File: src/hdl/hbs_pkg.sv
package hbs_pkg;

  localparam int unsigned MAX_MAP_WIDTH  = 256;
  localparam int unsigned MAX_MAP_HEIGHT = 256;
  localparam int unsigned HEIGHT_BITS    = 16;
  localparam int unsigned ADDR_BITS      = 16;
  localparam int unsigned DIM_BITS       = 9;
  localparam int unsigned SCALE_BITS     = 24;
  localparam int unsigned FRAC_BITS      = 16;
  localparam int unsigned Q_DEPTH        = 4;
  localparam int unsigned Q_PTR_BITS     = $clog2(Q_DEPTH);

  localparam logic [1:0] CFG_MAP_WIDTH  = 2'd0;
  localparam logic [1:0] CFG_MAP_HEIGHT = 2'd1;
  localparam logic [1:0] CFG_INV_SCALE  = 2'd2;

  localparam logic CMD_WRITE  = 1'b0;
  localparam logic CMD_SAMPLE = 1'b1;

  typedef struct packed {
    logic                   rd;
    logic [ADDR_BITS-1:0]   a00;
    logic [ADDR_BITS-1:0]   a10;
    logic [ADDR_BITS-1:0]   a01;
    logic [ADDR_BITS-1:0]   a11;
    logic [FRAC_BITS-1:0]   fx;
    logic [FRAC_BITS-1:0]   fz;
    logic [HEIGHT_BITS-1:0] wdata;
  } q_item_t;

endpackage

File: src/hdl/hbs_fifo.sv
module hbs_fifo import hbs_pkg::*; (
  input  logic    clk_i,
  input  logic    rst_ni,
  input  logic    push_i,
  input  q_item_t data_i,
  output logic    full_o,
  input  logic    pop_i,
  output q_item_t data_o,
  output logic    empty_o
);

  q_item_t mem_q [Q_DEPTH];
  logic [Q_PTR_BITS-1:0] wp_q, rp_q;
  logic [Q_PTR_BITS:0]   cnt_q;

  assign full_o  = (cnt_q == (Q_PTR_BITS+1)'(Q_DEPTH));
  assign empty_o = (cnt_q == '0);
  assign data_o  = mem_q[rp_q];

  always_ff @(posedge clk_i or negedge rst_ni) begin
    if (!rst_ni) begin
      wp_q  <= '0;
      rp_q  <= '0;
      cnt_q <= '0;
    end else begin
      if (push_i) wp_q <= wp_q + 1'b1;
      if (pop_i)  rp_q <= rp_q + 1'b1;
      cnt_q <= cnt_q + (Q_PTR_BITS+1)'(push_i) - (Q_PTR_BITS+1)'(pop_i);
    end
  end

  always_ff @(posedge clk_i) begin
    if (push_i) mem_q[wp_q] <= data_i;
  end

`ifndef SYNTHESIS
  a_no_overflow: assert property (@(posedge clk_i) disable iff (!rst_ni)
    push_i |-> !full_o) else $error("queue overflow");
  a_no_underflow: assert property (@(posedge clk_i) disable iff (!rst_ni)
    pop_i |-> !empty_o) else $error("queue underflow");
  a_cnt_range: assert property (@(posedge clk_i) disable iff (!rst_ni)
    cnt_q <= (Q_PTR_BITS+1)'(Q_DEPTH)) else $error("queue count out of range");
`endif

endmodule

File: config.mk
export PLATFORM = sky130hd
export DESIGN_NAME = hbs_fifo
export DESIGN_NICKNAME = d
export VERILOG_FILES = /design/src/hdl/hbs_pkg.sv /design/src/hdl/hbs_fifo.sv
export SDC_FILE = /design/constraint.sdc
export NUM_CORES = 1
export LEC_CHECK = 0
export ABC_AREA = 1
export BUFFER_PORTS_ARGS = -buffer_cell sky130_fd_sc_hd__buf_2
export CAP_MARGIN = 20
export CORE_ASPECT_RATIO = 0.7
export CORE_MARGIN = 4
export CORE_UTILIZATION = 45
export CTS_CLUSTER_SIZE = 10
export DETAILED_ROUTE_END_ITERATION = 12
export MAX_ROUTING_LAYER = met4
export PLACE_DENSITY = 0.73
export SLEW_MARGIN = 10
export SYNTH_ARGS = -nofsm -noshare
export SYNTH_HDL_FRONTEND = slang
export SYNTH_SLANG_ARGS = --single-unit
File: constraint.sdc
create_clock -name clk_i -period 10.45 [get_ports clk_i]
set_input_delay 1.045 -clock clk_i [delete_from_list [all_inputs] [get_ports clk_i]]
set_output_delay 1.045 -clock clk_i [all_outputs]
set_load 0.05 [all_outputs]
==> impl_metrics.ini <==
[clock_network]
numCtsBuffers = 52
root_buffer = clkbuf_16
numClockSinks = 459
clockBufferDepth = 3
clkTransAtPathRegs_ns = 0.05
cts_max_level = 2
worst_skew_pair.late_latency_ns = 0.57
cts_hold_buf = 0
cts_resized = 0
cts_tree = yes
post-cts-setup-buffers = 0

[setup_path]
start_kind = register
r2r_cells = 5
crit_path_end_kind = primary output
critPathArrivalTime_ns = 3.64
r2r-end = mem_q[0][56]
reg2reg_slack_ns = 7.75
reg2reg_from = wp_q[0]
critPathMaxFanout = 133
critical_path_class = reg -> out
cp.required_ns = 9.41
critPathLaunch = rp_q[0]
crit_path_end = data_o[64]

[timing]
tns_ns = 0
fmax_mhz = 214
grt_setup_unrepaired = false
final-hold-violation-count = 0
skew_ns = 0.0212
worstMarginPinSlew_ns = 1.03
period_share_pct = 44.8
fin_crit_ns = 4.68
setup_viol = 0
slew_violations = 0
relSlewSlack_pct = 31.1

[floorplanning]
start_util_pct = 45.7
io_pins = 232
die_h_um = 182
die_x_um = 256
coreArea_um2 = 42500
rows = 63
dieArea_um2 = 46600

[drt]
wirelength_um = 40700
viasPerCell = 4.65
drc = 0
vias = 12200
drt_pre_antenna_iters = 5
drtIter0Drc = 728
wl_per_cell_um = 15.6
ant_nets = 0

[logic_synthesis]
synth_top_area_share_pct = 69.9
synthCells = 1817
syn_nets = 1941
avgSynthCellArea_um2 = 10.7
synth-async-reset-ratio_pct = 1.53
ys_ff_latch = 459
yosysWarnings = 0
synthTopCellsByCount = nand2_1 (576), inv_1 (464), edfxtp_1 (452)
ys_types = 16
netlist_area_um2 = 19400
ys_seq_area_share_pct = 70.8
synthTopCellsByArea = edfxtp_1 (70%), nand2_1 (11%), inv_1 (9.0%), nand3_1 (5.8%), buf_2 (1.2%)
ys.flop_type = edfxtp_1
synth_edf_count = 452
yosysTopAreaCell = edfxtp_1
synth.most_common_cell = nand2_1

[power]
p_clk_share_pct = 21.8
p_sw_w = 0.00328
power_frac_comb_pct = 43.0
swShare_pct = 45.2
p_int_w = 0.00398
ir_drop_mv = 0.316
leakage_nw = 10.4
pwr-share-seq_pct = 35.2
p_per_area_nw_per_um2 = 325

[final_layout]
design_area_um2 = 22400
nFillCells = 3598
area_growth_pct = 15.1
drive_gt1_share_pct = 14.8
nets = 2160

[global_route]
antenna_found_initial = 8
grt_pass1_wl_um = 64700
grtUsageTotal_pct = 18.0
grt_max_degree = 134
overflow = 0
grt_pass1_vias = 12400

[placed_design]
dp_hpwl_um = 23000
io_buffers = 231
place.gp.congestion = 0.753
place_area_um2 = 20900

[hold_path]
hold_class = in -> async

[flow_run]
drv_cap = 0

[run_status]
status = finished clean
-- state kept, by name (all words and copies together), names as in the netlist --
register	flops
cnt_q	3
rp_q	2
wp_q	2
mem_q	452
-- how the worst min path moves through the flow --
stage	startpoint	endpoint	slack [ns]	cells past startpoint
global route	rst_ni	wp_q[0]	0.29	1
CTS	rst_ni	wp_q[0]	0.28	1
floorplan	cnt_q[1]	cnt_q[2]	0.48	2
global placement	cnt_q[1]	cnt_q[2]	0.51	2
detailed placement	wp_q[0]	wp_q[0]	0.53	1
finish	rst_ni	wp_q[0]	0.31	1
-- per-layer routing --
| metal | vias to the layer above | part of all wire, % | GRT usage (%) |
|---|---|---|---|
| met5 | - | 0 | - |
| met4 | 0 | 2.2 | 4.41 |
| met3 | 77 | 5.5 | 3.83 |
| met2 | 288 | 50 | 31.6 |
| met1 | 5731 | 42 | 21.4 |
| li1 | 6092 | - | - |
-- cell families after synthesis --
group | after synthesis | synth area share (%)
and+or+nand+nor | 805 | 17.0
xor gates and xnor gates | 3 | 0.135
buffers and inverters | 542 | 11.5
DFF | 459 | 70.8
adders and majority gates | 7 | 0.490
AOI/OAI and AO/OA | 1 | 0.0257
-- cells in the final DEF, fill, tap and decap left out, types with 6 or more instances in the layout --
cell,instances
clkbuf_1,23
ha_1,6
clkbuf_16,52
nand2_1,576
buf_4,9
nand3_1,227
inv_1,460
edfxtp_1,452
diode_2,6
buf_2,231
-- final cells by class --
| cell class | instances | area, µm² | share of cell area [%] |
|---|---|---|---|
| Timing Repair Buffer | 241 | 1250 | 5.60 |
| Sequential cell | 459 | 13800 | 61.5 |
| Multi-Input combinational cell | 816 | 3430 | 15.4 |
| Antenna cell | 6 | 15.0 | 0.0672 |
| Clock inverter | 4 | 57.6 | 0.257 |
| Tap cell | 552 | 691 | 3.09 |
| Inverter | 466 | 1770 | 7.90 |
| Clock buffer | 75 | 1390 | 6.21 |
-- through the flow --
step / util [%] / cells / hold WS [ns] / setup slack, ns / total power [W]
2_1_floorplan: - / 1817 / 0.485 / 6.46 / 0.00503
3_3_place_gp: 49.1 / 2533 / 0.508 / 6.38 / 0.00569
3_5_place_dp: 49.1 / 2533 / 0.526 / 6.39 / 0.00575
4_1_cts: 52.5 / 2612 / 0.283 / 5.74 / 0.00735
5_1_grt: 52.6 / 2618 / 0.286 / 5.42 / 0.00769
6_report: 52.6 / 2619 / 0.312 / 5.77 / 0.00726
-- power by group through the flow --
stage          sequential, W  clock, W  combinational [W]
2_1_floorplan        0.00253         0            0.00250
3_3_place_gp         0.00259         0            0.00310
3_5_place_dp         0.00260         0            0.00315
4_1_cts              0.00256   0.00163            0.00316
5_1_grt              0.00259   0.00171            0.00338
6_report             0.00256   0.00158            0.00312
-- critical path, stage by stage, from the launching register on --
cell     delay (ns)
dfrtp_4        0.70
inv_6          0.79
buf_4          0.89
nand2_1        0.14
nand3_1        0.11
nand2_1        0.08
buf_2          0.21
Power figures use the tool's default switching activity.
